**config.mk**
```make
export PLATFORM = sky130hd
export DESIGN_NAME = vci_linear
export DESIGN_NICKNAME = d
export VERILOG_FILES = /design/src/rtl/vci_pkg.sv /design/src/rtl/vci_linear.sv
export SDC_FILE = /design/constraint.sdc
export NUM_CORES = 1
export LEC_CHECK = 0
export ABC_AREA = 1
export BUFFER_PORTS_ARGS = -buffer_cell sky130_fd_sc_hd__buf_2
export CORE_UTILIZATION = 64
export DETAILED_ROUTE_END_ITERATION = 16
export GPL_ROUTABILITY_DRIVEN = 1
export GPL_TIMING_DRIVEN = 0
export PLACE_DENSITY = 0.89
export SYNTH_ARGS = -nofsm -noshare
export SYNTH_HDL_FRONTEND = slang
export SYNTH_SLANG_ARGS = --single-unit
```
**constraint.sdc**
```tcl
create_clock -name clk -period 5.9 [get_ports clk]
set_input_delay 0.295 -clock clk [delete_from_list [all_inputs] [get_ports clk]]
set_output_delay 0.295 -clock clk [all_outputs]
set_load 0.1 [all_outputs]
```
**src/rtl/vci_pkg.sv**
```systemverilog
// ---------------------------------------------------------------------------
// vci_pkg: shared types and constants for the voxel cell index block
// Field widths, register codes, reset values and pipeline control types.
// ---------------------------------------------------------------------------
package vci_pkg;

  // default cell count limit per axis
  localparam int AXIS_CELLS_MAX_DEF = 1024;

  // fixed field widths
  localparam int COORD_W = 32;
  localparam int ROW_W   = 48;
  localparam int COEF_W  = 16;
  localparam int INV_W   = 32;
  localparam int DIMS_W  = 33;
  localparam int DFLD_W  = 11;
  localparam int IDX_W   = 30;
  localparam int CFG_W   = 48;

  typedef logic signed [COORD_W-1:0] coord_t;
  typedef logic [ROW_W-1:0]          row_t;
  typedef logic [INV_W-1:0]          inv_t;
  typedef logic [IDX_W-1:0]          idx_t;
  typedef logic [CFG_W-1:0]          cfg_data_t;

  // configuration register codes
  typedef enum logic [2:0] {
    REG_ROW_X    = 3'd0,
    REG_ROW_Y    = 3'd1,
    REG_ROW_Z    = 3'd2,
    REG_OFFSET_X = 3'd3,
    REG_OFFSET_Y = 3'd4,
    REG_OFFSET_Z = 3'd5,
    REG_INV_CELL = 3'd6,
    REG_GRID_DIM = 3'd7
  } reg_idx_t;

  // register reset values (identity map, unit cells, one cell per axis)
  localparam row_t       ROW_X_RST  = 48'h4000_0000_0000;
  localparam row_t       ROW_Y_RST  = 48'h0000_4000_0000;
  localparam row_t       ROW_Z_RST  = 48'h0000_0000_4000;
  localparam coord_t     OFFSET_RST = '0;
  localparam inv_t       INV_RST    = 32'h0001_0000;
  localparam logic [DIMS_W-1:0] DIMS_RST = 33'h0_0040_0801;

  // per-stage advance enables, shared by all datapath units
  typedef struct packed {
    logic s1;
    logic s2;
    logic s3;
    logic s4;
    logic s5;
    logic s6;
  } stage_en_t;

endpackage

```
**src/rtl/vci_linear.sv**
```systemverilog
// ---------------------------------------------------------------------------
// vci_linear: linear cell index
// Two stages forming x + nx*(y + ny*z), zero when any axis is outside.
// ---------------------------------------------------------------------------
module vci_linear #(
  parameter int  AXIS_CELLS_MAX = vci_pkg::AXIS_CELLS_MAX_DEF,
  localparam int CELL_W = (AXIS_CELLS_MAX > 1) ? $clog2(AXIS_CELLS_MAX) : 1,
  localparam int DIM_W  = $clog2(AXIS_CELLS_MAX + 1)
) (
  input  logic               clk,
  input  vci_pkg::stage_en_t en,
  input  logic [CELL_W-1:0]  cell_x,
  input  logic [CELL_W-1:0]  cell_y,
  input  logic [CELL_W-1:0]  cell_z,
  input  logic               ok_x,
  input  logic               ok_y,
  input  logic               ok_z,
  input  logic [DIM_W-1:0]   nx,
  input  logic [DIM_W-1:0]   ny,
  output vci_pkg::idx_t      cell_index,
  output logic               inside_res
);
  import vci_pkg::*;

  localparam int TMP_W = 2 * CELL_W;

  logic [DIM_W+CELL_W-1:0] prod_yz;
  logic [TMP_W-1:0]        tmp;
  logic [CELL_W-1:0]       ix;
  logic                    ok_all;
  logic [DIM_W+TMP_W-1:0]  prod_x;
  idx_t                    idx_next;

  assign prod_yz = ny * cell_z;

  // stage 5: y + ny*z
  always_ff @(posedge clk) begin
    if (en.s5) begin
      tmp    <= TMP_W'(prod_yz) + TMP_W'(cell_y);
      ix     <= cell_x;
      ok_all <= ok_x && ok_y && ok_z;
    end
  end

  assign prod_x   = nx * tmp;
  assign idx_next = IDX_W'(prod_x) + IDX_W'(ix);

  // stage 6: output register
  always_ff @(posedge clk) begin
    if (en.s6) begin
      cell_index <= ok_all ? idx_next : '0;
      inside_res <= ok_all;
    end
  end

endmodule

```
# == After elaboration in Yosys (flattened, before gate mapping) ==
# Cells that the tools add are included.
# word_totals
wordCells,11
reg_bits,62
out_inout_bits,31
# classes
n_mul,2
reduce_logical,2
n_addsub,2
# ops
cell,n
$add 30x10->30,1
$mul 11x20->30,1
$add 20x10->20,1
$mul 11x10->20,1
$logic_and 1x1->1,2

# == Longest topological paths before layout ==
# depth
ltp_word,2
mapped_depth,24
depth_no_buf,23

# == Worst setup path after synthesis ==
# OpenSTA, ideal clock, no wires.
# synth_path
kind,input -> register
startpoint,in nx[10]
endpoint,reg cell_index[15] (data pin)
slack_ns,1.207
n_path_buf,2
path_stages,21
required_ns,5.645
arrival_time_ns,4.438
path_cell_list,clkbuf_1 > clkbuf_1 > nand2_1 > fa_1 > fa_1 > inv_1 > fa_1 > fa_1 > inv_1 > fa_1 > inv_1 > ha_1 > nand2_2 > inv_1 > nand2_1 > nand2_1 > nand2_1 > nand2_1 > a21oi_1 > or2_0 > and2_1
# synth_between
elab_chain_cells,2
# synth_rtl
element,line_no,source
"start, declared",vci_linear.sv:18,"input logic [DIM_W-1:0] nx,"
$mul 11x20->30,vci_linear.sv:45,assign prod_x = nx * tmp;
$add 30x10->30,vci_linear.sv:46,assign idx_next = IDX_W'(prod_x) + IDX_W'(ix);
"end signal, assigned",vci_linear.sv:51,cell_index <= ok_all ? idx_next : '0;
"end, declared",vci_linear.sv:20,"output vci_pkg::idx_t cell_index,"
# No other way between the ends.
# A chain may end at the register's enable or synchronous reset.

# == Worst setup path after layout ==
# layout_path
startpoint,reg tmp[7]
endpoint,reg cell_index[29] (data pin)
# layout_between
elab_chain_cells,2
# layout_rtl
element,line_no,source
"start, declared",vci_linear.sv:28,logic [TMP_W-1:0] tmp;
"start signal, assigned",vci_linear.sv:39,tmp <= TMP_W'(prod_yz) + TMP_W'(cell_y);
$mul 11x20->30,vci_linear.sv:45,
$add 30x10->30,vci_linear.sv:46,
# No other way between the ends.

==> results.sh <==
export IMPL_outcome="complete, no violations"
export IMPL_die_h_um=151.3
export IMPL_cpPeakStageDelay_ns=0.61
export IMPL_first_pass_iters=5
export IMPL_post_synth_top_area_cell="fa_1"
export IMPL_slew_violations=0
export IMPL_clk_pin_slew_ns=0.06
export IMPL_skew_ns=0.007900
export IMPL_holdPathStages=1
export IMPL_hold_viol=0
export IMPL_rsz0062_at_grt="no"
export IMPL_drtIter0Drc=1024
export IMPL_io_buffer_count=67
export IMPL_cts_sinks=62
export IMPL_synthTopCellsByCount="580 x inv_1, 561 x nand2_1, 249 x fa_1"
export IMPL_final_cells=2247
export IMPL_core_um2=21820
export IMPL_path_buf_inv=4
export IMPL_dpl_cell_count=2231
export IMPL_htreeDepth=3
export IMPL_cts_buffer_depth=2
export IMPL_synth_seq_cells=62
export IMPL_yosys_warnings=0
export IMPL_utilization=0.7003
export IMPL_hp_start="cell_x[5]"
export IMPL_cp_top_family="adder cells"
export IMPL_netlist_area_leader_share=0.3492
export IMPL_die_w_um=151.3
export IMPL_period_needed_ns=5.536
export IMPL_slew_headroom=0.5000
export IMPL_final_nets=2406
export IMPL_grt_antenna_before_repair=0
export IMPL_ios=93
export IMPL_synthFlopType="edfxtp_1"
export IMPL_grt_pass1_vias=12480
export IMPL_synthesis_instances=1884
export IMPL_arrival_ns=5.64
export IMPL_synth_fp_nets=2328
export IMPL_synth_edf_count=62
export IMPL_whs_endpoint="ix[5]"
export IMPL_cts_root_buf="clkbuf_16"
export IMPL_area_growth_pct=7.066
export IMPL_path_cells="clkbuf_1, nand2_1, fa_1, fa_1, fa_1, inv_1, fa_1, inv_1, fa_1, inv_1, ha_1, nand2_2, nor2_2, nand3_1, nand3_2, nand2_1, a21oi_1, nor2_1"
export IMPL_reg2reg_slack_ns=0.36
export IMPL_numCtsBuffers=9
export IMPL_grt_util_all_layers=0.3217
export IMPL_rows=54
export IMPL_r2r_start="tmp[7]"
export IMPL_period_share=0.9383
export IMPL_layout_drive_gt1_share=0.05440
export IMPL_critPathCaptureType="flop"
export IMPL_cts_tree="yes"
export IMPL_cts_setup_buffers=0
export IMPL_yosysUniqueCellTypes=33
export IMPL_hold_path_class="input pin to flop"
export IMPL_r2r_end="cell_index[29]"
export IMPL_wl_per_cell_um=14.87
export IMPL_drtAntennaViolNets=0
export IMPL_via_count=12000
export IMPL_initial_core_util=0.6541
export IMPL_viasPerCell=5.341
export IMPL_num_antenna_cells=0
export IMPL_synth_most_common_cell="inv_1"
export IMPL_seq_area_frac_synth=0.1304
export IMPL_worst_slew_pin_slew_ns=0.7499
export IMPL_post_cts_resized_instances=0
export IMPL_fmax_mhz=180.6
export IMPL_netlist_area_um2=14270
export IMPL_cp_max_fo=10
export IMPL_async_flop_share=0
export IMPL_crit_top_cell="fa_1"
export IMPL_cts_hold_buf=0
export IMPL_cp_slowest_cell="fa_1"
export IMPL_critPathKind="flop to flop"
export IMPL_grt_start_max_net_pins=32
export IMPL_tns_ns=0
export IMPL_syn_mean_instance_area_um2=7.576
export IMPL_dp_hpwl_mm=27.70
export IMPL_drt_total_wl_mm=33.41
export IMPL_grt_pass1_wl_mm=56.88
export IMPL_whs_ns=0.1168
export IMPL_worstSkewPairLatency_ns=0.35
export IMPL_reg2reg_depth=18
export IMPL_globalplace_congestion=0.9423
export IMPL_required_ns=6.00
export IMPL_crit_path_start_kind="flop"
export IMPL_max_cap_viol_count=0
export IMPL_finalSetupViolCount=0
export IMPL_fp_dieArea_um2=22900
export IMPL_drc=0
export IMPL_synthTopCellsByArea="fa_1 35%, inv_1 15%, nand2_1 15%"
export IMPL_overflow=0
[stage by stage]
| stage | instance area (um2) | setup slack (ns) |
|---|---|---|
| global placement | 14960 | 0.4096 |
| global route | 15280 | 0.03405 |
| detailed placement | 14960 | 0.3271 |
| floorplan | 14270 | 1.207 |
| CTS | 15280 | 0.5597 |
| finish | 15280 | 0.3643 |
[state kept, by name, summed over array words and instances, names as in the netlist]
signal / cells
cell_index: 30
tmp: 20
ix: 10
inside_res: 1
ok_all: 1
[metal layers]
metal,share of wire,vias to the layer above,global-route usage
met5,0,-,0
met4,0.045,0,0.1540
met3,0.094,135,0.07440
met2,0.48,597,0.5436
met1,0.38,5748,0.3867
li1,-,5521,-
[layout make-up]
class	instances	area [um2]
clock inverters	7	97.59
repair buffers	67	335.3
inverters	582	2185
well taps	280	350.3
flip-flops and latches	62	1862
fillers	1651	6541
clock buffers	9	225.2
plain buffers	66	249.0
multi-input cells	1174	9978
[logic make-up (layout without fill, tap and decap cells)]
kind of cell | after synthesis | in the layout | synth area share
simple gates | 700 | 700 | 0.1946
buf+inv | 648 | 731 | 0.1705
fa+ha+maj | 382 | 382 | 0.4658
compound gates | 76 | 76 | 0.02884
flops | 62 | 62 | 0.1304
xor+xnor | 16 | 16 | 0.009817
[placed cells by master, fill, tap and decap left out, types with 3 or more instances in the layout]
master and count:
nand4_1 4, nand2_2 7, o21ai_0 18, xnor2_1 5, nor2_2 3, clkbuf_16 9, and2_1 6, ha_1 133
nand3_2 3, a21oi_1 46, buf_2 68, xor2_1 11, nand3_1 29, inv_1 580, a21o_1 4, edfxtp_1 62
fa_1 249, nor2_1 75, clkbuf_1 65, nor3_1 3, nand2_1 561
[worst max-delay path by stage]
stage | slack (ns) | endpoint | cells after the start | from
2_1_floorplan | 1.21 | cell_index[15] | 21 | nx[10]
3_3_place_gp | 0.41 | cell_index[21] | 23 | nx[10]
3_5_place_dp | 0.33 | cell_index[16] | 23 | nx[10]
4_1_cts | 0.56 | cell_index[16] | 21 | tmp[7]
5_1_grt | 0.03 | cell_index[27] | 22 | tmp[6]
6_report | 0.36 | cell_index[29] | 18 | tmp[7]
[worst register-to-register path, cell delays in order (launching register included)]
cell	delay, ns
edfxtp_1	0.36
clkbuf_1	0.47
nand2_1	0.20
fa_1	0.61
fa_1	0.45
fa_1	0.54
inv_1	0.07
fa_1	0.52
inv_1	0.07
fa_1	0.61
inv_1	0.07
ha_1	0.38
nand2_2	0.12
nor2_2	0.20
nand3_1	0.12
nand3_2	0.16
nand2_1	0.10
a21oi_1	0.15
nor2_1	0.06
Power is left out: the tool's default activity adds up to more than one toggle a clock period on the data nets, which glitch-free logic cannot reach.
